## src/rtl/core/pces_cmd_fifo.sv

```systemverilog
// Two-entry queue carrying compute commands from the front to the engine.
`default_nettype none
module pces_cmd_fifo #(
   parameter int W = 15
) (
   input  wire logic         clock,
   input  wire logic         reset,
   input  wire logic         push,
   input  wire logic [W-1:0] push_data,
   output logic              full,
   input  wire logic         pop,
   output logic [W-1:0]      pop_data,
   output logic              not_empty
);
   logic [W-1:0] slot_ff [2];
   logic         wr_ptr_ff, rd_ptr_ff;
   logic [1:0]   cnt_ff;
   logic         wr_ptr_in, rd_ptr_in;
   logic [1:0]   cnt_in;

   assign full      = (cnt_ff == 2'd2);
   assign not_empty = (cnt_ff != 2'd0);
   assign pop_data  = slot_ff[rd_ptr_ff];

   always_comb begin
      wr_ptr_in = wr_ptr_ff ^ push;
      rd_ptr_in = rd_ptr_ff ^ pop;
      cnt_in    = cnt_ff + 2'(push) - 2'(pop);
   end

   always_ff @(posedge clock) begin
      if (push) begin
         slot_ff[wr_ptr_ff] <= push_data;
      end
      if (reset) begin
         wr_ptr_ff <= 1'b0;
         rd_ptr_ff <= 1'b0;
         cnt_ff    <= 2'd0;
      end else begin
         wr_ptr_ff <= wr_ptr_in;
         rd_ptr_ff <= rd_ptr_in;
         cnt_ff    <= cnt_in;
      end
   end
endmodule
`default_nettype wire

```

## config.mk

```make
export PLATFORM = sky130hd
export DESIGN_NAME = pces_cmd_fifo
export DESIGN_NICKNAME = d
export VERILOG_FILES = /design/src/rtl/core/pces_cmd_fifo.sv
export SDC_FILE = /design/constraint.sdc
export NUM_CORES = 1
export LEC_CHECK = 0
export ABC_CLOCK_PERIOD_IN_PS = 1100
export BUFFER_PORTS_ARGS = -buffer_cell sky130_fd_sc_hd__buf_2
export CORE_ASPECT_RATIO = 0.9
export CORE_MARGIN = 5
export CORE_UTILIZATION = 45
export DETAILED_ROUTE_END_ITERATION = 7
export MAX_ROUTING_LAYER = met4
export PLACE_DENSITY_LB_ADDON = 0.25
export SLEW_MARGIN = 20
export SYNTH_ARGS = -nofsm -noshare
export SYNTH_HDL_FRONTEND = slang
export SYNTH_SLANG_ARGS = --single-unit
```

## constraint.sdc

```tcl
create_clock -name clock -period 1.1 [get_ports clock]
set_input_delay 0.055 -clock clock [delete_from_list [all_inputs] [get_ports clock]]
set_output_delay 0.055 -clock clock [all_outputs]
set_load 0.01 [all_outputs]
```

==> results of run 1 <==
## sequential cells by signal, summed over array words and instances, names as in the netlist
signal / count
cnt_ff: 2
slot_ff: 30
wr_ptr_ff: 1
rd_ptr_ff: 1
## cell families (layout without fill, tap and decap cells)
group / Yosys count / in the layout / share of synthesized area
flops: 34 / 34 / 0.733
mux: 15 / 15 / 0.152
xor+xnor: 2 / 2 / 0.0234
simple gates: 6 / 6 / 0.0225
buf+inv: 5 / 68 / 0.0318
fa+ha+maj: 4 / 4 / 0.0374
## repair_timing
action / in CTS / in global routing
hold endpoints to repair: 34 / 0
endpoints found under the setup margin: 18 / 18
resized for setup: 25 / 9
setup buffers: 0 / 1
pin swaps: 2 / 1
hold buffers: 16 / 0
cloned: 0 / 1
## stage by stage
| stage | hold WS [ps] | setup TNS [ps] | cells | cell area (um^2) | utilization |
|---|---|---|---|---|---|
| after global routing | 44.7 | -4530 | 169 | 2020 | 0.724 |
| final | 43.3 | -3600 | 169 | 2020 | 0.724 |
| after floorplan | 119 | -22.1 | 66 | 1340 | - |
| after global placement | 242 | -26.1 | 144 | 1610 | 0.578 |
| after CTS | 11.1 | -4050 | 167 | 1950 | 0.700 |
| after detailed placement | 246 | -114 | 144 | 1610 | 0.578 |
## worst max-delay path: cells and delay by family, from the launching register on
family	cells	cell delay [ps]
buf+inv	2	260
flops	1	400
mux	1	310
## cells in the final DEF (no fill, tap or decap), types with 2 or more instances in the layout
cell type	netlist	layout
clkbuf_4	0	5
ha_4	0	2
ha_2	0	2
clkbuf_1	0	2
buf_12	1	3
buf_2	0	19
nor2_1	3	3
dlygate4sd3_1	0	16
mux2_4	9	15
dfxtp_1	4	2
edfxtp_1	30	30
inv_2	0	2
buf_6	1	17
## cell type report
type / instances / area [um^2] / area share
sequential: 34 / 986 / 0.487
timing repair buffer: 58 / 554 / 0.274
multi-input combinational: 27 / 377 / 0.186
tap: 40 / 50.0 / 0.0247
clock buffer: 7 / 45.0 / 0.0223
inverter: 3 / 11.3 / 0.00557
## metal layers
| metal | routed length (um) | vias up | track usage |
|---|---|---|---|
| met1 | 933 | 350 | 0.123 |
| li1 | - | 373 | - |
| met5 | 0 | - | - |
| met3 | 148 | 2 | 0.0396 |
| met2 | 1290 | 27 | 0.226 |
| met4 | 13 | 0 | 0.0780 |
## worst paths after layout
path	to	cells past startpoint
min reg2reg	wr_ptr_ff	3
max reg2reg	cnt_ff[1]	6
max	pop_data[5]	3
min	rd_ptr_ff	3
## report_power, final
part,switching [mW],internal (mW)
sequential,0.0399,1.50
clock,0.354,0.241
combinational,0.250,0.458
total,0.644,2.20
==> metrics.txt, run 1 <==
worst setup margin=-239 ps; I/O pin count=36; # setup viols final=17; slowest CP cell=dfxtp_4; Syn Nets=89; EDFF count, synth=30; Reg clk slew, reported paths=roughly 80 ps; pre-CTS WS=-92.5 ps; routability congestion estimate=roughly 0.66; Routed WL=between 2 and 2.5 mm; vias per cell=4.45; largest net degree at the start of global routing=16; CP peak stage delay=400 ps; slew margin rel.=0.917; Post-DP HPWL=about 1.4 mm; Synth area leaders=edfxtp_1 (67%), mux2_4 (10%), dfxtp_1 (6.0%); Cells after Synth=66; Layout area overhead=51.3%; Residual DRC=0; layout cells sized above 1=0.558; CTS Buffer Depth=2; H-Tree Depth=2; crit path cell chain=buf_8 -> mux2_4 -> buf_6; Initial DRT Pass Iterations=4; WP data required=approximately 1000 ps; Rows=18; Pwr Density=approximately 1400 nW/um^2; Lkg Pwr=between 0.8 and 0.9 nW; most common cell in the netlist=edfxtp_1; worst slew pin tran=124 ps; Sink Count=34; number of global-route vias before repair=817; status=finished with violations; Net count, final=approximately 150; Initial Utilization=0.479; Hold Violations, Final=0; flops & latches, synth=34; CP arrival=around 1300 ps; YS warnings=0; Detail Route Antenna Nets=0; RR Startpoint=cnt_ff[0]; area of the core=between 2000 and 3000 um^2; WL/cell=14.1 um; synthesized cell area=around 1300 um^2; DRT iter0 DRCs=10; critical path fanouts, max=7; Slew Limit Fails=0; Seq/Total Area, Yosys=0.733; Crit. End Element=output pin; minimum clock period=roughly 1300 ps; first-pass GRT wire length=3.48 mm; DR vias=roughly 750; die area=4160 um^2; fmax=747 MHz; antenna violations before repair=0; fin crit share=1.22; ant diodes=0; number of CTS-inserted buffers=5; total track usage=0.128; synth cell count leaders=edfxtp_1 (30), mux2_4 (9), mux2_2 (6); maxcap violations=0; Post-synth ARST share=0; CP startpoint kind=flip-flop; Port-buffer cells=35; Cell variety after synth=13; Hold WC Path Type=primary input to flip-flop; Setup crit start=rd_ptr_ff; die height=approximately 62 um; Mean Syn Cell Area=20.3 um^2; Congestion Overflow GR=0; Yosys top cell area share=0.674; area leader, netlist=edfxtp_1; Root Buffer=clkbuf_4; FF-to-FF setup slack=-70 ps; Power, Total=between 2 and 3 mW; Fillers=200; violated checks=setup timing; CP Class=flip-flop to output pin; Clock Latency Late Sink=320 ps; Die Width=just under 70 um; RSZ-0062 raised after global routing=true; Top FF cell, synth=edfxtp_1; Worst VDD drop=slightly above 0.0009 V; TritonCTS clock tree=done; Fin Clk Skew=6.71 ps; hold path startpoint=pop
No activity file was read; power rests on OpenSTA's default activity.
==> inputs of run 2 (changes only) <==
- BUFFER_PORTS_ARGS: -buffer_cell sky130_fd_sc_hd__buf_2 -> -buffer_cell sky130_fd_sc_hd__buf_4
==> run 2 against run 1 <==
The flow still finishes with violations (setup timing). Via count rose by 2.5%. Worst setup slack improved by 7.3 ps. Clock-buffer cell count grew 1. Power up 1.2%. Fmax rose by 0.55%. Die area did not move. Sequential cell count did not move. Clock power grew 5.7%. Worst hold slack got worse by 36 ps. Combinational power hardly changed. Critical endpoint is now pop_data[6]. Largest cell class unchanged.
==> metrics.txt, run 2 (synthesized netlist as in run 1, its figures left out) <==
H-Tree Depth=2 (unchanged); Detail Route Antenna Nets=0 (unchanged); Root Buffer=clkbuf_4; RSZ-0062 raised after global routing=true; Crit. End Element=output pin; Sink Count=34 (unchanged); total track usage=0.137 (+0.00918); slew margin rel.=0.911 (-0.00628); CP arrival=1280 ps (about the same); Fin Clk Skew=4.82 ps (-1.89 ps); Hold WC Path Type=primary input to flip-flop; DR vias=771 (+2.5%); Die Width=67.5 um (unchanged); hold_ws=6.93 ps (-36.4 ps); Post-DP HPWL=1.54 mm (+11%); CTS Buffer Depth=2 (unchanged); fin crit share=1.21 (-0.00664); antenna violations before repair=0 (unchanged); number of CTS-inserted buffers=5 (unchanged); worst slew pin tran=134 ps (+9.59 ps); Congestion Overflow GR=0 (unchanged); Top reg by flops=slot_ff; worst setup margin=-232 ps (+7.30 ps); CP Class=flip-flop to output pin; area of the core=2790 um^2 (unchanged); first-pass GRT wire length=3.71 mm (+6.5%); routability congestion estimate=0.669 (+1.4%); Worst VDD drop=0.00113 V (+24%); Initial DRT Pass Iterations=2 (-2); Net count, final=154 (+1.3%); Setup TNS Final=-3490 ps (+114 ps); Routed WL=2.33 mm (-2.5%); minimum clock period=1330 ps (-7.30 ps); pre-CTS WS=-62.5 ps (+30.0 ps); Hold Violations, Final=0 (unchanged); vias per cell=4.48 (+0.74%); Lkg Pwr=0.833 nW (+1.5%); Residual DRC=0 (unchanged); WP data required=1040 ps (about the same); maxcap violations=0 (unchanged); CP startpoint kind=flip-flop; Hold Path Stages=3 (unchanged); Initial Utilization=0.479 (unchanged); die area=4160 um^2 (unchanged); most frequent cells in the layout=edfxtp_1 (30), buf_4 (24), buf_6 (19); most common cell after layout, fill and taps aside=edfxtp_1; WL/cell=13.5 um (-4.2%); cells on worst reg2reg path=6 (unchanged); # setup viols final=17 (unchanged); Fillers=191 (-4.5%); Layout area overhead=52.9%; number of global-route vias before repair=824 (+0.86%); Rows=18 (unchanged); TritonCTS clock tree=done; critical path fanouts, max=7 (unchanged); top flop regs=slot_ff x30, cnt_ff x2; fmax=751 MHz (+0.55%); Port-buffer cells=35 (unchanged); max FFs per register=30 (unchanged); DRT iter0 DRCs=27 (+17); I/O pin count=36 (unchanged); Pwr Density=1410 nW/um^2 (+0.16%); largest net degree at the start of global routing=11 (-5); layout cells sized above 1=0.561 (+0.00247); ant diodes=0 (unchanged); Slew Limit Fails=0 (unchanged); placed instance area=1690 um^2 (+4.5%); die height=61.7 um (unchanged); violated checks=setup timing; Clock Latency Late Sink=330 ps (about the same); final instance area=2040 um^2 (+1.1%); Reg clk slew, reported paths=90 ps (about the same); status=finished with violations
[run 2: changes by cell type in the layout (fill, tap and decap cells not counted), sizes merged]
cell / change
buf: +3
[run 2: layer usage]
metal	vias to the layer above	wire length (um)	global-route usage
li1	375	-	-
met1	365	890	0.136
met2	26	1220	0.232
met3	5	178	0.0701
met4	0	36	0.0520
met5	-	0	-
[run 2: worst max-delay path, stage by stage (launching register included)]
cell	delay (ps)
dfxtp_4	380
buf_8	140
mux2_4	300
buf_6	120
[run 2: timing repair]
item                                   in CTS  in global routing
buffers inserted                            1                  0
gates resized for setup                    35                  2
hold buffers                               16                  0
endpoints found under the hold margin      34                  0
pin swaps                                   2                  1
setup endpoints to repair                  18                 19
[run 2: cell type report]
class	count	area, um^2	share of cell area
Sequential cell	34	986	0.482
Timing Repair Buffer	60	569	0.278
Multi-Input combinational cell	27	377	0.184
Tap cell	40	50.0	0.0245
Clock buffer	8	48.8	0.0239
Inverter	3	13.8	0.00673
[run 2: final timing paths]
check	startpoint	slack [ps]	to
max	rd_ptr_ff	-230	pop_data[6]
min	pop	7	rd_ptr_ff
max reg2reg	cnt_ff[0]	-50	cnt_ff[1]
min reg2reg	wr_ptr_ff	600	wr_ptr_ff
[run 2: through the flow]
stage / instances / power [mW] / util
CTS: 172 / 2.89 / 0.728
floorplan: 66 / 1.86 / -
global placement: 147 / 2.07 / 0.603
finish: 172 / 2.88 / 0.732
global route: 172 / 3.05 / 0.732
detailed placement: 147 / 2.09 / 0.603
[run 2: power by group]
| group | total, mW | switching [mW] | internal (mW) |
|---|---|---|---|
| sequential | 1.54 | 0.0392 | 1.50 |
| clock | 0.628 | 0.374 | 0.254 |
| combinational | 0.709 | 0.248 | 0.461 |
