$ cat config.mk
export PLATFORM = sky130hd
export DESIGN_NAME = pces_front_flat
export DESIGN_NICKNAME = d
export VERILOG_FILES = /design/src/rtl/core/pces_pkg.sv /design/src/rtl/core/pces_if.sv /design/src/rtl/core/pces_front.sv /design/src/flat_wrapper.sv
export SDC_FILE = /design/constraint.sdc
export NUM_CORES = 1
export LEC_CHECK = 0
export CAP_MARGIN = 0
export CORE_AREA = 2 2 71 73
export CTS_CLUSTER_DIAMETER = 30
export DETAILED_ROUTE_END_ITERATION = 7
export DIE_AREA = 0 0 73 75
export DONT_BUFFER_PORTS = 1
export SLEW_MARGIN = 20
export SYNTH_ARGS = -nofsm -noshare
export SYNTH_HDL_FRONTEND = slang
export SYNTH_SLANG_ARGS = --single-unit
$ cat constraint.sdc
create_clock -name clock -period 2.3 [get_ports clock]
set_input_delay 0.46 -clock clock [delete_from_list [all_inputs] [get_ports clock]]
set_output_delay 0.46 -clock clock [all_outputs]
set_load 0.1 [all_outputs]
$ cat src/rtl/core/pces_pkg.sv
// Shared types and constants for the pairwise Coulomb energy block.
`default_nettype none
package pces_pkg;

   // Action codes carried by an input transfer.
   localparam logic [1:0] ACT_LOAD_FIRST  = 2'd0;
   localparam logic [1:0] ACT_LOAD_SECOND = 2'd1;
   localparam logic [1:0] ACT_COMPUTE     = 2'd2;

   // Shared divider geometry.
   localparam int DIV_W  = 56;
   localparam int DVS_W  = 24;
   localparam int ITER_W = 6;

   // Pair arithmetic constants.
   localparam int SQRT_STEPS = 21;
   localparam int TERM_ITERS = 35;
   localparam logic [41:0] CLOSE_D2 = 42'd262144;
   localparam logic [22:0] CLOSE_TERM = 23'd255744;
   localparam logic signed [11:0] COULOMB_K = 12'sd663;
   localparam logic signed [12:0] CHARGE_MIN = 13'sd11;
   localparam logic [14:0] DIEL_RESET = 15'd1024;

   typedef struct packed {
      logic signed [19:0] pos_x;
      logic signed [19:0] pos_y;
      logic signed [19:0] pos_z;
      logic signed [12:0] charge;
      logic               atom_on;
   } atom_type;

   typedef struct packed {
      logic     first;
      logic     second;
      atom_type atom;
   } wr_type;

   typedef struct packed {
      logic              start;
      logic [DIV_W-1:0]  dividend;
      logic [DVS_W-1:0]  divisor;
      logic [ITER_W-1:0] iters;
   } div_req_type;

   typedef struct packed {
      logic             done;
      logic [DIV_W-1:0] quotient;
   } div_rsp_type;

endpackage
`default_nettype wire

$ cat src/rtl/core/pces_if.sv
// Channel interfaces for requests, results and the dielectric register write.
`default_nettype none
interface pces_req_if;
   logic               valid;
   logic               ready;
   logic [1:0]         action;
   logic signed [19:0] pos_x;
   logic signed [19:0] pos_y;
   logic signed [19:0] pos_z;
   logic signed [12:0] charge;
   logic               atom_on;
   modport source (output valid, action, pos_x, pos_y, pos_z, charge, atom_on, input ready);
   modport sink (input valid, action, pos_x, pos_y, pos_z, charge, atom_on, output ready);
endinterface

`default_nettype wire

$ cat src/rtl/core/pces_front.sv
// Front end: takes request transfers, writes atoms and queues compute commands.
`default_nettype none
module pces_front #(
   parameter int MAX_ATOMS = 64
) (
   input  wire logic                 clock,
   input  wire logic                 reset,
   pces_req_if.sink                  req,
   input  wire logic                 engine_busy,
   input  wire logic                 cmd_full,
   input  wire logic                 cmd_pending,
   output pces_pkg::wr_type          wr,
   output logic [((MAX_ATOMS > 1) ? $clog2(MAX_ATOMS) : 1)-1:0] wr_addr,
   output logic                      cmd_push,
   output logic [2*$clog2(MAX_ATOMS+1):0] cmd_data
);
   import pces_pkg::*;

   localparam int CW = $clog2(MAX_ATOMS + 1);
   localparam int AW = (MAX_ATOMS > 1) ? $clog2(MAX_ATOMS) : 1;
   localparam logic [CW-1:0] FULL_CNT = CW'(MAX_ATOMS);

   logic [CW-1:0] first_cnt_ff, second_cnt_ff, first_cnt_in, second_cnt_in;
   logic          overflow_ff, overflow_in;
   logic          quiet, accept;

   // Loads wait until the engine no longer reads the atom stores.
   assign quiet = !engine_busy && !cmd_pending;

   always_comb begin
      case (req.action)
         ACT_LOAD_FIRST, ACT_LOAD_SECOND: req.ready = quiet;
         ACT_COMPUTE:                     req.ready = !cmd_full;
         default:                         req.ready = 1'b1;
      endcase
   end

   assign accept = req.valid && req.ready;

   always_comb begin
      first_cnt_in  = first_cnt_ff;
      second_cnt_in = second_cnt_ff;
      overflow_in   = overflow_ff;
      wr.first      = 1'b0;
      wr.second     = 1'b0;
      wr.atom       = '{pos_x: req.pos_x, pos_y: req.pos_y, pos_z: req.pos_z,
                        charge: req.charge, atom_on: req.atom_on};
      wr_addr       = (req.action == ACT_LOAD_SECOND) ? second_cnt_ff[AW-1:0]
                                                      : first_cnt_ff[AW-1:0];
      cmd_push      = 1'b0;
      cmd_data      = {overflow_ff, first_cnt_ff, second_cnt_ff};
      if (accept) begin
         unique case (req.action)
            ACT_LOAD_FIRST: begin
               if (first_cnt_ff == FULL_CNT) begin
                  overflow_in = 1'b1;
               end else begin
                  wr.first     = 1'b1;
                  first_cnt_in = first_cnt_ff + 1'b1;
               end
            end
            ACT_LOAD_SECOND: begin
               if (second_cnt_ff == FULL_CNT) begin
                  overflow_in = 1'b1;
               end else begin
                  wr.second     = 1'b1;
                  second_cnt_in = second_cnt_ff + 1'b1;
               end
            end
            ACT_COMPUTE: begin
               cmd_push      = 1'b1;
               first_cnt_in  = '0;
               second_cnt_in = '0;
               overflow_in   = 1'b0;
            end
            default: begin
            end
         endcase
      end
   end

   always_ff @(posedge clock) begin
      if (reset) begin
         first_cnt_ff  <= '0;
         second_cnt_ff <= '0;
         overflow_ff   <= 1'b0;
      end else begin
         first_cnt_ff  <= first_cnt_in;
         second_cnt_ff <= second_cnt_in;
         overflow_ff   <= overflow_in;
      end
   end

   a_wr_idle: assert property (@(posedge clock) disable iff (reset)
      (wr.first || wr.second) |-> !engine_busy)
      else $error("atom write while engine reads the stores");
   a_wr_room: assert property (@(posedge clock) disable iff (reset)
      wr.first |-> (first_cnt_ff < FULL_CNT))
      else $error("atom write beyond first set capacity");
   a_push_room: assert property (@(posedge clock) disable iff (reset)
      cmd_push |-> !cmd_full)
      else $error("compute pushed into a full queue");
endmodule
`default_nettype wire

$ cat src/flat_wrapper.sv
// flat-port wrapper written by rule: the top's interface ports become plain ports
module pces_front_flat import pces_pkg::*;
#(
   parameter int MAX_ATOMS = 64
)
  (clock, reset, engine_busy, cmd_full, cmd_pending, wr, wr_addr, cmd_push, cmd_data, req_valid, req_action, req_pos_x, req_pos_y, req_pos_z, req_charge, req_atom_on, req_ready);
  pces_req_if req_i ();
  input  wire logic clock;
  input  wire logic reset;
  input  wire logic engine_busy;
  input  wire logic cmd_full;
  input  wire logic cmd_pending;
  output pces_pkg::wr_type wr;
  output logic [((MAX_ATOMS > 1) ? $clog2(MAX_ATOMS) : 1)-1:0] wr_addr;
  output logic cmd_push;
  output logic [2*$clog2(MAX_ATOMS+1):0] cmd_data;
  input wire logic [$bits(req_i.valid)-1:0] req_valid;
  input wire logic [$bits(req_i.action)-1:0] req_action;
  input wire logic [$bits(req_i.pos_x)-1:0] req_pos_x;
  input wire logic [$bits(req_i.pos_y)-1:0] req_pos_y;
  input wire logic [$bits(req_i.pos_z)-1:0] req_pos_z;
  input wire logic [$bits(req_i.charge)-1:0] req_charge;
  input wire logic [$bits(req_i.atom_on)-1:0] req_atom_on;
  output wire logic [$bits(req_i.ready)-1:0] req_ready;
  assign req_i.valid = req_valid;
  assign req_i.action = req_action;
  assign req_i.pos_x = req_pos_x;
  assign req_i.pos_y = req_pos_y;
  assign req_i.pos_z = req_pos_z;
  assign req_i.charge = req_charge;
  assign req_i.atom_on = req_atom_on;
  assign req_ready = req_i.ready;
  pces_front #(.MAX_ATOMS(MAX_ATOMS)) u_core (.clock(clock), .reset(reset), .req(req_i), .engine_busy(engine_busy), .cmd_full(cmd_full), .cmd_pending(cmd_pending), .wr(wr), .wr_addr(wr_addr), .cmd_push(cmd_push), .cmd_data(cmd_data));
endmodule
==> impl_metrics.tcl <==
set metrics [dict create \
    worstMarginPinSlew_ns 0.553 \
    drcViolationCount 0 \
    num_vias 1106 \
    syn2layout_area_growth_pct -9.82 \
    row_count 25 \
    wl_per_cell_um 17.1 \
    hpwlAfterDp_um 2660 \
    gp_congestion 0.873 \
    die_x_um 73 \
    dp_slack_ns 0.372 \
    synth_top_area_cell "buf_4" \
    cts-root-buf "clkbuf_8" \
    r2r_end "u_core.second_cnt_ff[6]" \
    grt_max_degree 21 \
    dieArea_um2 5480 \
    core-area_um2 4660 \
    slowest_delay_ns 0.57 \
    numCtsBuffers 3 \
    maxClockFrequency_mhz 468 \
    met1_length_um 1390 \
    worstReg2RegStart "u_core.second_cnt_ff[3]" \
    dr_wl_met3_um 336 \
    timing.final.crit_share 0.928 \
    worst_slack_ns 0.165 \
    whs_ns 0.265 \
    synth_ff_type "dfxtp_1" \
    rsz0062_at_grt "no" \
    max-cap-violations 0 \
    hold_class "primary input to flop" \
    startpoint_type "flop" \
    fin_tns_setup_ns 0 \
    drive_gt1_frac 0.428 \
    cp-end-kind "primary output" \
    path_cells "or4b_4 > o2111a_2" \
    antenna_found_initial 0 \
    layout_common_cells "buf_4 (19), a21oi_1 (12), o31ai_1 (11)" \
    synth_seq_cells 15 \
    cp_data_arrival_time_ns 1.68 \
    grt_pass1_vias 1025 \
    hold_viol_final 0 \
    final-seq-area_um2 329 \
    grt_pass1_wl_um 5170 \
    clk_pin_slew_ns 0.06 \
    wl_um 3390 \
    synth.avg_cell_area_um2 8.11 \
    cts_max_level 1 \
    drtIter0Drc 73 \
    holdBufCountCts 0 \
    multi_input_comb_area_um2 689 \
    clk_path_buf_depth 2 \
    powerDensity_nw_per_um2 404 \
    fin_util 0.311 \
    status "finished clean" \
    cts_tree "yes" \
    synthArstFlopShare 0 \
    ff2ff_path_depth 5 \
    ys_types 36 \
    fin_skew_ns 0.00357 \
    ios 181 \
    min_from "reset" \
    p_leak_uw 0.000511 \
    yosysWarnings 0 \
    yosysTopAreaCellShare 0.355 \
    seq_area_frac_synth 0.187 \
    synthTopCellsByArea "buf_4 (36%), dfxtp_1 (19%), o31ai_1 (5.1%)" \
    post_cts_resized 0 \
    die_y_um 75 \
    min_to "u_core.second_cnt_ff[1]" \
    antennaDiodeCount 0 \
    slew_viol_final 0 \
    portBuffers 0 \
    syn-num-nets 284 \
    min_period_ns 2.14 \
    grt-ovfl-total 0 \
    vias_per_cell 5.56 \
    grt_usage 0.124 \
    cts_setup_buffers 0 \
    wl_met2_um 1470 \
    nFillCells 469 \
    topRoutingLayerUsed "met4" \
    antenna_left 0 \
    power_uw 584 \
    synth_edf_count 0 \
    synth_area_um2 1610 \
    required_ns 1.84 \
    path_class "flop to primary output" \
    syn_inst 198 \
    hold_depth 1 \
    clock-sinks 15 \
    cp_max_fo 7 \
    initial_core_util 0.344 \
    clk_latency_ns 0.25 \
    r2r_setup_slack_ns 0.37 \
    crit_path_top_delay_cell "or4b_4" \
    maxSlewHeadroom 0.631 \
    nets 232 \
    setup_viol 0 \
    dr.pass1.iters 5 \
    layout.cells.most_common "buf_4" \
    ir_drop_mv 0.168 \
]
[critical path: cells and delay by family (launching register included)]
family	cells	cell delay, ns
AO/OA/AOI/OAI	1	0.48
flip-flops	1	0.37
AND/OR/NAND/NOR	1	0.57
[Yosys cell counts, drive strengths merged, types with 3 or more instances]
cell    instances
buf            80
clkbuf          3
inv             9
mux2            4
or4             8
dfxtp          15
nor4b           4
nand3           3
a21oi          12
ha              4
nand4           4
nor3            3
nor2            4
o21ai           4
nand2           7
o31ai          12
[state kept, by name (all words and copies together), names as in the netlist]
signal / flops
u_core.overflow_ff: 1
u_core.first_cnt_ff: 7
u_core.second_cnt_ff: 7
[routing by layer]
metal,vias up,global-route usage
li1,508,-
met1,502,0.149
met2,67,0.181
met3,29,0.0375
met4,0,0.105
met5,-,0
[final cells by class]
type	instances	share of cell area
Timing Repair Buffer	26	0.195
Clock buffer	4	0.0311
Inverter	9	0.0233
Tap cell	54	0.0467
Sequential cell	15	0.227
Multi-Input combinational cell	91	0.476
[cells by family (layout without fill, tap and decap cells)]
family          Yosys count  in the layout  synth area share
flops                    15             15             0.187
compound gates           36             36             0.150
xor+xnor                  1              1            0.0101
mux                       5              5            0.0343
buf+inv                  92             39             0.404
simple gates             45             45             0.184
fa+ha+maj                 4              4            0.0312
[report_power, final]
group          internal, µW  total (µW)  switching, µW
Sequential              255         256          0.908
Clock                   123         218           95.5
Combinational          32.1         110           77.9
Total                   410         584            174
[worst max-delay path by stage]
| stage | start | endpoint | slack, ns |
|---|---|---|---|
| after global routing | u_core.second_cnt_ff[3] | wr[74] | 0.13 |
| final | u_core.second_cnt_ff[3] | wr[74] | 0.16 |
| after floorplan | engine_busy | wr[75] | -0.03 |
| after detailed placement | u_core.second_cnt_ff[3] | u_core.second_cnt_ff[6] | 0.37 |
| after CTS | u_core.second_cnt_ff[3] | wr[74] | 0.16 |
| after global placement | req_action[0] | wr[74] | 0.39 |
[stage by stage]
stage / cells / cell area (µm²)
detailed placement: 195 / 1400
CTS: 199 / 1450
floorplan: 198 / 1670
global route: 199 / 1450
finish: 199 / 1450
global placement: 195 / 1400
Note: power is estimated with default switching activity, not from simulation.
