==> src/rtl/core/pces_pkg.sv <==
// Shared types and constants for the pairwise Coulomb energy block.
`default_nettype none
package pces_pkg;

   // Action codes carried by an input transfer.
   localparam logic [1:0] ACT_LOAD_FIRST  = 2'd0;
   localparam logic [1:0] ACT_LOAD_SECOND = 2'd1;
   localparam logic [1:0] ACT_COMPUTE     = 2'd2;

   // Shared divider geometry.
   localparam int DIV_W  = 56;
   localparam int DVS_W  = 24;
   localparam int ITER_W = 6;

   // Pair arithmetic constants.
   localparam int SQRT_STEPS = 21;
   localparam int TERM_ITERS = 35;
   localparam logic [41:0] CLOSE_D2 = 42'd262144;
   localparam logic [22:0] CLOSE_TERM = 23'd255744;
   localparam logic signed [11:0] COULOMB_K = 12'sd663;
   localparam logic signed [12:0] CHARGE_MIN = 13'sd11;
   localparam logic [14:0] DIEL_RESET = 15'd1024;

   typedef struct packed {
      logic signed [19:0] pos_x;
      logic signed [19:0] pos_y;
      logic signed [19:0] pos_z;
      logic signed [12:0] charge;
      logic               atom_on;
   } atom_type;

   typedef struct packed {
      logic     first;
      logic     second;
      atom_type atom;
   } wr_type;

   typedef struct packed {
      logic              start;
      logic [DIV_W-1:0]  dividend;
      logic [DVS_W-1:0]  divisor;
      logic [ITER_W-1:0] iters;
   } div_req_type;

   typedef struct packed {
      logic             done;
      logic [DIV_W-1:0] quotient;
   } div_rsp_type;

endpackage
`default_nettype wire

==> src/rtl/core/pces_divider.sv <==
// Restoring divider, one quotient bit per cycle, shared by pair terms and scaling.
`default_nettype none
module pces_divider (
   input  wire logic          clock,
   input  wire logic          reset,
   input  pces_pkg::div_req_type req,
   output pces_pkg::div_rsp_type rsp
);
   import pces_pkg::*;

   logic [ITER_W-1:0] cnt_ff, cnt_in;
   logic [DIV_W-1:0]  dvd_ff, dvd_in, quo_ff, quo_in;
   logic [DVS_W-1:0]  dvs_ff, dvs_in, rem_ff, rem_in;
   logic              done_ff, done_in;
   logic [DVS_W:0]    rem_sh;
   logic              fits;

   assign rem_sh = {rem_ff, dvd_ff[DIV_W-1]};
   assign fits   = rem_sh >= {1'b0, dvs_ff};

   always_comb begin
      cnt_in  = cnt_ff;
      dvd_in  = dvd_ff;
      dvs_in  = dvs_ff;
      rem_in  = rem_ff;
      quo_in  = quo_ff;
      done_in = 1'b0;
      if (req.start) begin
         cnt_in = req.iters;
         dvd_in = req.dividend;
         dvs_in = req.divisor;
         rem_in = '0;
         quo_in = '0;
      end else if (cnt_ff != '0) begin
         cnt_in  = cnt_ff - 1'b1;
         dvd_in  = {dvd_ff[DIV_W-2:0], 1'b0};
         rem_in  = fits ? DVS_W'(rem_sh - {1'b0, dvs_ff}) : rem_sh[DVS_W-1:0];
         quo_in  = {quo_ff[DIV_W-2:0], fits};
         done_in = (cnt_ff == ITER_W'(1));
      end
   end

   always_ff @(posedge clock) begin
      dvd_ff <= dvd_in;
      dvs_ff <= dvs_in;
      rem_ff <= rem_in;
      quo_ff <= quo_in;
      if (reset) begin
         cnt_ff  <= '0;
         done_ff <= 1'b0;
      end else begin
         cnt_ff  <= cnt_in;
         done_ff <= done_in;
      end
   end

   assign rsp.done     = done_ff;
   assign rsp.quotient = quo_ff;
endmodule
`default_nettype wire

==> config.mk <==
export PLATFORM = sky130hd
export DESIGN_NAME = pces_divider
export DESIGN_NICKNAME = d
export VERILOG_FILES = /design/src/rtl/core/pces_pkg.sv /design/src/rtl/core/pces_divider.sv
export SDC_FILE = /design/constraint.sdc
export NUM_CORES = 1
export LEC_CHECK = 0
export BUFFER_PORTS_ARGS = -buffer_cell sky130_fd_sc_hd__buf_2
export CORE_MARGIN = 2
export CORE_UTILIZATION = 24
export CTS_CLUSTER_SIZE = 10
export DETAILED_ROUTE_END_ITERATION = 16
export HOLD_SLACK_MARGIN = 0.1
export PLACE_DENSITY = 0.53
export SLEW_MARGIN = 5
export SYNTH_ARGS = -nofsm -noshare
export SYNTH_HDL_FRONTEND = slang
export SYNTH_SLANG_ARGS = --single-unit
==> constraint.sdc <==
create_clock -name clock -period 3.1 [get_ports clock]
set_input_delay 0.31 -clock clock [delete_from_list [all_inputs] [get_ports clock]]
set_output_delay 0.31 -clock clock [all_outputs]
set_load 0.05 [all_outputs]
==> impl_metrics.tcl, run 1 <==
set metrics [dict create \
    yosysUniqueCellTypes 60 \
    rows 65 \
    postPlaceCellArea_sq_mm 0.00895 \
    finalWirelength_mm 18.3 \
    cts-resized-gates 0 \
    crit_type "register to register" \
    postLayoutCoreUtil_pct 31.0 \
    outcome "complete, no violations" \
    final.period_utilization_pct 85.3 \
    dp_hpwl_mm 12.4 \
    finalCriticalPeriod_ps 2650 \
    drt_iter0_drc 185 \
    tightest_slew_ps 640 \
    finalPower_w 0.00652 \
    core-area_sq_mm 0.0316 \
    path_max_fanout 11 \
    clock-skew-final_ps 15.6 \
    setup_violations 0 \
    tns_ps 0 \
    cts_max_path_buffers 2 \
    final_nets 1024 \
    grt_pass1_vias 5721 \
    syn_inst 742 \
    synth_area_per_cell_sq_um 10.4 \
    hold_viol_final 0 \
    viasPerCell 4.39 \
    htreeDepth 4 \
    fillers 3328 \
    start_util_pct 24.4 \
    ys_top_cells_by_area "edfxtp_1 31%, dfxtp_1 23%, mux2_2 8.2%" \
    yosys_warnings 0 \
    min_path_type "input port to register" \
    worstSetupEndpointType "register" \
    die_height_um 183 \
    cap_violations 0 \
    ant_nets 0 \
    clock_sinks 167 \
    drc 0 \
    slew_viol_final 0 \
    chipWidth_um 183 \
    grt_pass1_wl_mm 29.7 \
    rsz0062_at_grt "false" \
    port_buffers 145 \
    synth_top_cell_area_share_pct 31.1 \
    slowest_delay_ps 360 \
    tritoncts "done" \
    async_flop_share_pct 0 \
    vias 5822 \
    ys_ff_latch 167 \
    cts_buffers 17 \
    critPathArrivalTime_ps 2990 \
    crit_slowest_cell "ha_1" \
    drive_gt1_share_pct 28.0 \
    synth_top_area_cell "edfxtp_1" \
    syn2layout_area_growth_pct 26.9 \
    syn_nets 858 \
    clock_latency_ps 440 \
    ir_worst_vdd_mv 0.356 \
    ios 146 \
    overflow 0 \
    yosysSeqAreaShare_pct 53.6 \
    cts_root_buf "clkbuf_16" \
    grt_util_all_layers_pct 11.3 \
    grt_max_degree 64 \
    start_kind "register" \
    clk_pin_slew_ps 70 \
    design_area_sq_mm 0.00981 \
    die_area_sq_mm 0.0336 \
    gp_congestion 0.777 \
    cp_cell_sequence "inv_1, ha_1, a211oi_1, nor2_1, a21oi_1, a211oi_2, nor3b_2, a22o_1, buf_12, nand2_1, a311oi_1" \
    p_per_area_mw_per_mm2 665 \
    antenna_found_initial 5 \
    routedWlPerCell_um 13.8 \
    power.leakage_nw 3.99 \
    relSlewSlack_pct 57.3 \
    cp.required_ps 3440 \
    synth_top_flop_cell "dfxtp_1" \
    synthesis.area_sq_mm 0.00773 \
    synth_edf_count 80 \
    drtPass1Iterations 4 \
    clock.fmax_ghz 0.378 \
]
[area by class of cell]
| class | count | area (sq um) | area share [%] |
|---|---|---|---|
| diodes | 2 | 5.00 | 0.0510 |
| clock buffers | 17 | 425 | 4.34 |
| clock inverters | 15 | 134 | 1.37 |
| inverters | 27 | 101 | 1.03 |
| multi-input cells | 508 | 3320 | 33.9 |
| flip-flops and latches | 167 | 4140 | 42.3 |
| well taps | 402 | 503 | 5.13 |
| repair buffers | 187 | 1170 | 11.9 |
[placed cells by master (no fill, tap or decap), types with 9 or more instances in the layout]
master and count:
dlygate4sd3_1 29, edfxtp_1 80, ha_1 26, nand3_1 11, nor2_1 42, mux2_2 56, dfxtp_1 87, nand2_1 138
xnor2_1 16, mux2i_1 10, a21o_1 13, buf_2 144, inv_1 27, buf_4 9, a211oi_1 18, a21oi_1 80
clkbuf_16 17
[logic make-up after synthesis]
family,count (synthesis),synth area share [%]
DFF,167,53.6
buffers and inverters,67,3.48
muxes,66,9.46
AOI/OAI and AO/OA,154,12.8
xor gates and xnor gates,23,2.61
and+or+nand+nor,238,13.5
adders and majority gates,27,4.47
[cells in the mapped netlist (3+ instances only)]
cell,number
xor2_1,7
nand2_1,139
mux2i_1,10
inv_1,27
a21oi_1,80
nand3_1,11
ha_1,26
o21ai_0,5
a31oi_1,5
nand2b_1,4
edfxtp_1,80
nor2b_1,3
nor2_1,42
xnor2_1,16
dfxtp_1,87
and3_1,4
a311oi_1,7
nor3_1,7
a21o_1,13
mux2_2,56
clkbuf_1,31
a211oi_1,18
buf_1,4
nand3b_1,4
o21a_1,3
and2_1,5
nor4_1,4
[flip-flops by register name, summed over array words and instances (netlist names)]
| name | cells |
|---|---|
| cnt_ff | 6 |
| dvd_ff | 56 |
| dvs_ff | 24 |
| quo_ff | 56 |
| done_ff | 1 |
| rem_ff | 24 |
[through the flow]
| stage | hold slack [ps] | setup slack, ps | cells |
|---|---|---|---|
| 6_report | 132 | 455 | 1325 |
| 5_1_grt | 116 | 208 | 1325 |
| 4_1_cts | 105 | 441 | 1323 |
| 3_5_place_dp | 442 | 467 | 1262 |
| 3_3_place_gp | 436 | 393 | 1262 |
| 2_1_floorplan | 382 | 198 | 742 |
[layer usage]
layer,vias to the layer above,track usage (%),share of wire (%)
met5,-,0,0.21
met2,112,17.1,44
met4,6,4.51,1.4
met3,15,3.94,6.4
li1,2979,-,-
met1,2710,14.8,48
[report_power, final]
part | total, W | switching (W) | internal (W)
logic | 0.00171 | 0.000948 | 0.000760
clock network | 0.00207 | 0.00101 | 0.00106
registers | 0.00274 | 0.000130 | 0.00261
total | 0.00652 | 0.00209 | 0.00443
[path summary, 6_finish.rpt]
| check | slack (ps) | start | depth (start not counted) | to |
|---|---|---|---|---|
| worst max register to register | 450 | dvs_ff[6] | 11 | rem_ff[13] |
| worst min register to register | 450 | quo_ff[55] | 2 | quo_ff[55] |
| worst min-delay path | 130 | req[5] | 3 | cnt_ff[5] |
| worst max-delay path | 450 | dvs_ff[6] | 11 | rem_ff[13] |
[worst max-delay path: cells and delay by family, from the launching register on]
family                   cells  cell delay [ps]
AND/OR/NAND/NOR              3              480
buffers and inverters        2              190
AO/OA/AOI/OAI                5             1180
flip-flops                   1              320
adder cells (fa/ha/maj)      1              360
[what timing repair did]
| item | in CTS | in global routing |
|---|---|---|
| hold buffers | 29 | 0 |
| endpoints found under the hold margin | 29 | 0 |
| buffers inserted | 0 | 0 |
Note: power is estimated with default switching activity, not from simulation.
==> inputs of run 2 (changes only) <==
Settings changed: ABC_AREA set to 1, MAX_ROUTING_LAYER set to met4.
==> impl_metrics.tcl, run 2 <==
set metrics [dict create \
    outcome "complete, no violations" \
    path_max_fanout 25 \
    start_kind "register" \
    p_switching_w 0.00263 \
    synthTopCellsByCount "398 x nand2_1, 173 x inv_1, 87 x dfxtp_1, 80 x edfxtp_1, 54 x o22ai_1" \
    clock_latency_ps 440 \
    rr_worst_depth 13 \
    slowest_delay_ps 430 \
    tritoncts "done" \
    r2r_start "rem_ff[11]" \
    synth_top_cell_area_share_pct 29.5 \
    post_cts_buffers 0 \
    ys_ff_latch 167 \
    min_path_type "input port to register" \
    yosysUniqueCellTypes 36 \
    drive_gt1_share_pct 16.7 \
    die_height_um 188 \
    relSlewSlack_pct 54.4 \
    dp_hpwl_mm 15.7 \
    yosysSeqAreaShare_pct 50.8 \
    crit_slowest_cell "dfxtp_1" \
    finalWirelength_mm 22.1 \
    final.period_utilization_pct 75.2 \
    cp_cell_sequence "ha_1, nand2_1, nand2_1, inv_1, nand2_1, nand2_1, nand2_1, a21oi_2, nand3_4, nand2_1, nand2_1, nand2_1, nand2_1" \
    grt_pass1_wl_mm 36.0 \
    critPathMostFrequentCell "nand2_1" \
    syn2layout_area_growth_pct 25.3 \
    die_area_sq_mm 0.0355 \
    syn_inst 1036 \
    clockPowerShare_pct 29.7 \
    finalCriticalPeriod_ps 2330 \
    power.leakage_nw 4.95 \
    cp.required_ps 3440 \
    tns_ps 0 \
    grt_max_degree 60 \
    grt_util_all_layers_pct 13.3 \
    ys_top_cells_by_area "edfxtp_1 29%, dfxtp_1 21%, nand2_1 18%" \
    start_util_pct 24.3 \
    antenna_found_initial 9 \
    clk_pin_slew_ps 70 \
    seqPwrFrac_pct 39.1 \
    postLayoutCoreUtil_pct 30.5 \
    chipWidth_um 188 \
    crit_type "register to register" \
    cts_root_buf "clkbuf_16" \
    synth_area_per_cell_sq_um 7.87 \
    switching_share_pct 36.6 \
    cp.depth 13 \
    final_cell_mix "397 x nand2_1, 173 x inv_1, 144 x buf_2, 87 x dfxtp_1, 80 x edfxtp_1" \
    clock-skew-final_ps 12.7 \
    cts_buffers 17 \
    cts_max_path_buffers 2 \
    drt_iter0_drc 303 \
    yosys_warnings 0 \
    tightest_slew_ps 685 \
    routedWlPerCell_um 13.2 \
    hold_viol_final 0 \
    p_int_w 0.00456 \
    synthesis.area_sq_mm 0.00816 \
    ant_nets 0 \
    layout_setup_ws_ps 769 \
    critPathArrivalTime_ps 2670 \
    clock_sinks 167 \
    gp_congestion 0.882 \
    rows 67 \
    rsz0062_at_grt "false" \
    ir_worst_vdd_mv 0.583 \
    crit_buf_inv 1 \
    dp_slack_ps 773 \
    syn_nets 1152 \
    setup_violations 0 \
    core-area_sq_mm 0.0335 \
    synth_top_area_cell "edfxtp_1" \
    ios 146 \
    p_comb_share_pct 31.2 \
    final_nets 1312 \
    crit_end "rem_ff[19]" \
    p_per_area_mw_per_mm2 704 \
    yosysMostFrequentCell "nand2_1" \
    drc 0 \
    final_common_cell "nand2_1" \
    drtPass1Iterations 4 \
    top_regs "dvd_ff (56), quo_ff (56)" \
    synth_edf_count 80 \
    overflow 0 \
    crit_start "rem_ff[11]" \
    vias 6897 \
    grt_pass1_vias 7001 \
    synth_top_flop_cell "dfxtp_1" \
    worstSetupEndpointType "register" \
    slew_viol_final 0 \
    port_buffers 145 \
    viasPerCell 4.14 \
    async_flop_share_pct 0 \
    clock.fmax_ghz 0.429 \
    cap_violations 0 \
    regToRegSetupSlack_ps 770 \
    htreeDepth 4 \
    r2r-end "rem_ff[19]" \
    crit_family "simple AND/OR/NAND/NOR gates" \
]
-- run 2: area by class of cell --
cell class | count | area (sq um)
diodes | 10 | 25.0
flip-flops and latches | 167 | 4140
well taps | 448 | 561
fillers | 3712 | 23300
inverters | 176 | 663
multi-input cells | 655 | 3180
clock buffers | 17 | 425
repair buffers | 179 | 1070
clock inverters | 15 | 154
-- run 2: power groups by stage --
stage	combinational [W]	sequential [W]	clock, W
4_1_cts	0.00227	0.00281	0.00223
2_1_floorplan	0.00168	0.00283	0
5_1_grt	0.00260	0.00285	0.00232
3_3_place_gp	0.00224	0.00285	0
3_5_place_dp	0.00223	0.00286	0
6_report	0.00224	0.00281	0.00214
-- run 2: cells by family after synthesis --
family	after synthesis	share of synthesized area, %
adder cells (fa/ha/maj)	27	4.23
AND/OR/NAND/NOR	524	26.5
XOR/XNOR	13	1.40
buffers and inverters	214	10.3
flip-flops	167	50.8
AO/OA/AOI/OAI	91	6.74
-- run 2: worst reg2reg max path, delay by kind of cell (launching register included) --
kind	cells	cell delay, ps
simple gates	10	1150
flops	1	430
fa+ha+maj	1	350
compound gates	1	230
buf+inv	1	70
-- run 2: how the worst min path moves through the flow --
| stage | slack, ps | to | depth (start not counted) | startpoint |
|---|---|---|---|---|
| 2_1_floorplan | 380 | cnt_ff[0] | 1 | reset |
| 3_3_place_gp | 440 | quo_ff[55] | 2 | quo_ff[55] |
| 3_5_place_dp | 440 | quo_ff[55] | 2 | quo_ff[55] |
| 4_1_cts | 100 | cnt_ff[3] | 3 | req[3] |
| 5_1_grt | 120 | dvd_ff[46] | 3 | req[76] |
| 6_report | 120 | cnt_ff[3] | 3 | req[3] |
-- run 2: per-stage QoR --
| stage | total power (W) | instances | cell area, sq um | hold WS (ps) |
|---|---|---|---|---|
| floorplan | 0.00451 | 1036 | 8160 | 379 |
| global placement | 0.00509 | 1600 | 9360 | 438 |
| detailed placement | 0.00509 | 1600 | 9360 | 442 |
| CTS | 0.00731 | 1657 | 10200 | 101 |
| global route | 0.00777 | 1666 | 10200 | 117 |
| finish | 0.00719 | 1667 | 10200 | 123 |
-- run 2: timing repair --
action / in CTS / in global routing
hold endpoints to repair: 28 / 0
gates resized for setup: 0 / 0
hold buffers: 25 / 0
-- run 2: metal layers --
| layer | vias up | track usage (%) | share of wire, % | routed length (um) |
|---|---|---|---|---|
| met3 | 20 | 4.47 | 7.1 | 1570 |
| met2 | 147 | 20.7 | 45 | 9970 |
| met5 | - | - | 0 | 0 |
| li1 | 3642 | - | - | - |
| met4 | 0 | 4.27 | 1.6 | 342 |
| met1 | 3088 | 16.2 | 46 | 10200 |
==> inputs of run 3 (changes only) <==
Settings changed: ABC_AREA 1 to 0.
Clock period 3.1 ns to 1.9 ns, I/O delays scaled along.
==> impl_metrics.tcl, run 3 (same netlist as run 1, synthesis figures left out) <==
set metrics [dict create \
    rows 65 \
    postPlaceCellArea_sq_mm 0.00970 \
    drive_gt1_share_pct 37.4 \
    viasPerCell 4.35 \
    tightest_slew_ps 389 \
    slew_viol_final 0 \
    final-seq-area_sq_mm 0.00414 \
    crit_family "compound AO/OA/AOI/OAI gates" \
    design_area_sq_mm 0.0115 \
    final_nets 1172 \
    top_regs "dvd_ff (56), quo_ff (56)" \
    dp_hpwl_mm 13.4 \
    regToRegSetupSlack_ps -580 \
    cts_max_path_buffers 2 \
    grt_pass1_wl_mm 32.3 \
    grt_util_all_layers_pct 12.5 \
    clock-skew-final_ps 13.5 \
    clock.fmax_ghz 0.403 \
    die_height_um 183 \
    grt_pass1_vias 6345 \
    ir_worst_vdd_mv 0.642 \
    clock_sinks 167 \
    crit_buf_inv 3 \
    chipWidth_um 183 \
    crit_type "register to register" \
    die_area_sq_mm 0.0336 \
    whs_ps 144 \
    worstSetupEndpointType "register" \
    cp.required_ps 2210 \
    layout_setup_ws_ps -580 \
    setup_violations 25 \
    syn2layout_area_growth_pct 49.2 \
    rsz0062_at_grt "true" \
    critPathArrivalTime_ps 2790 \
    hold_viol_final 0 \
    clock_latency_ps 440 \
    final_common_cell "buf_2" \
    cp_cell_sequence "inv_2, ha_4, nor2b_4, o211a_1, o21ai_2, a211oi_2, nor3b_2, buf_4, a22oi_4, buf_12, mux2i_2, a211oi_1" \
    failed_checks "setup timing" \
    cts_buffers 17 \
    core-area_sq_mm 0.0316 \
    port_buffers 145 \
    gp_congestion 0.812 \
    finalCriticalPeriod_ps 2480 \
    cap_violations 0 \
    crit_slowest_cell "edfxtp_1" \
    finalWirelength_mm 20.2 \
    drc 0 \
    path_max_fanout 10 \
    postLayoutCoreUtil_pct 36.4 \
    tns_ps -12590 \
    cts_root_buf "clkbuf_16" \
    start_util_pct 24.4 \
    tritoncts "done" \
    drt_iter0_drc 213 \
    relSlewSlack_pct 73.4 \
    outcome "finished with violations" \
    start_kind "register" \
    ios 146 \
    htreeDepth 4 \
    grt_max_degree 55 \
    ant_nets 0 \
    final.period_utilization_pct 131 \
    power.leakage_nw 4.78 \
    finalPower_w 0.0122 \
    slowest_delay_ps 370 \
    overflow 0 \
    antenna_found_initial 1 \
    routedWlPerCell_um 13.7 \
    p_per_area_mw_per_mm2 1060 \
    min_path_type "input port to register" \
    fillers 3144 \
    clk_pin_slew_ps 80 \
    drtPass1Iterations 4 \
    final_cell_mix "144 x buf_2, 136 x nand2_1, 88 x dlygate4sd3_1, 87 x dfxtp_1, 86 x buf_4" \
    vias 6397 \
    multi_input_area_sq_mm 0.00366 \
]
[run 3: changes by cell type in the layout (fill, tap and decap cells not counted), sizes merged, moves of 14 or more]
cell,delta
a211oi,+19
a21oi,+59
buf,+93
dlygate4sd3,+63
inv,-152
mux2,+56
nand2,-262
nand3,-41
nand4,-26
o22ai,-54
xnor2,+14
[run 3: cell type report]
type	instances	share of cell area, %
Tap cell	402	4.36
Sequential cell	167	35.9
Timing Repair Buffer	335	21.8
Clock inverter	14	1.36
Clock buffer	18	3.91
Antenna cell	1	0.0217
Inverter	27	0.879
Multi-Input combinational cell	508	31.8
[run 3: per-stage QoR]
| step | setup slack, ps | instances |
|---|---|---|
| after detailed placement | -671 | 1346 |
| after floorplan | -478 | 742 |
| after CTS | -581 | 1468 |
| after global routing | -700 | 1472 |
| after global placement | -618 | 1346 |
| final | -580 | 1472 |
[run 3: metal layers]
layer | vias up | track usage, % | part of all wire, %
li1 | 3265 | - | -
met1 | 2976 | 15.6 | 47
met2 | 135 | 19.7 | 47
met3 | 21 | 2.91 | 3.8
met4 | 0 | 5.09 | 2.1
met5 | - | - | 0
[run 3: what timing repair did]
item                                    4_1_cts  5_1_grt
pin swaps                                    15        7
endpoints found under the hold margin        87        0
hold buffers                                 88        0
endpoints found under the setup margin       25       25
gates cloned                                  0        0
buffers inserted                              3        3
resized for setup                            43       23
[run 3: power breakdown]
group          internal (W)  leakage, nW  switching (W)
Clock               0.00184        0.294        0.00172
Sequential          0.00426         1.52       0.000211
Combinational       0.00220         2.96        0.00199
Total               0.00831         4.78        0.00392
[run 3: worst paths after layout]
path              cells after the start    endpoint       start
setup / recovery                     12   rem_ff[6]   dvs_ff[1]
hold / removal                        1   dvs_ff[6]     req[86]
hold reg to reg                       2  quo_ff[55]  quo_ff[55]
setup reg to reg                     12   rem_ff[6]   dvs_ff[1]
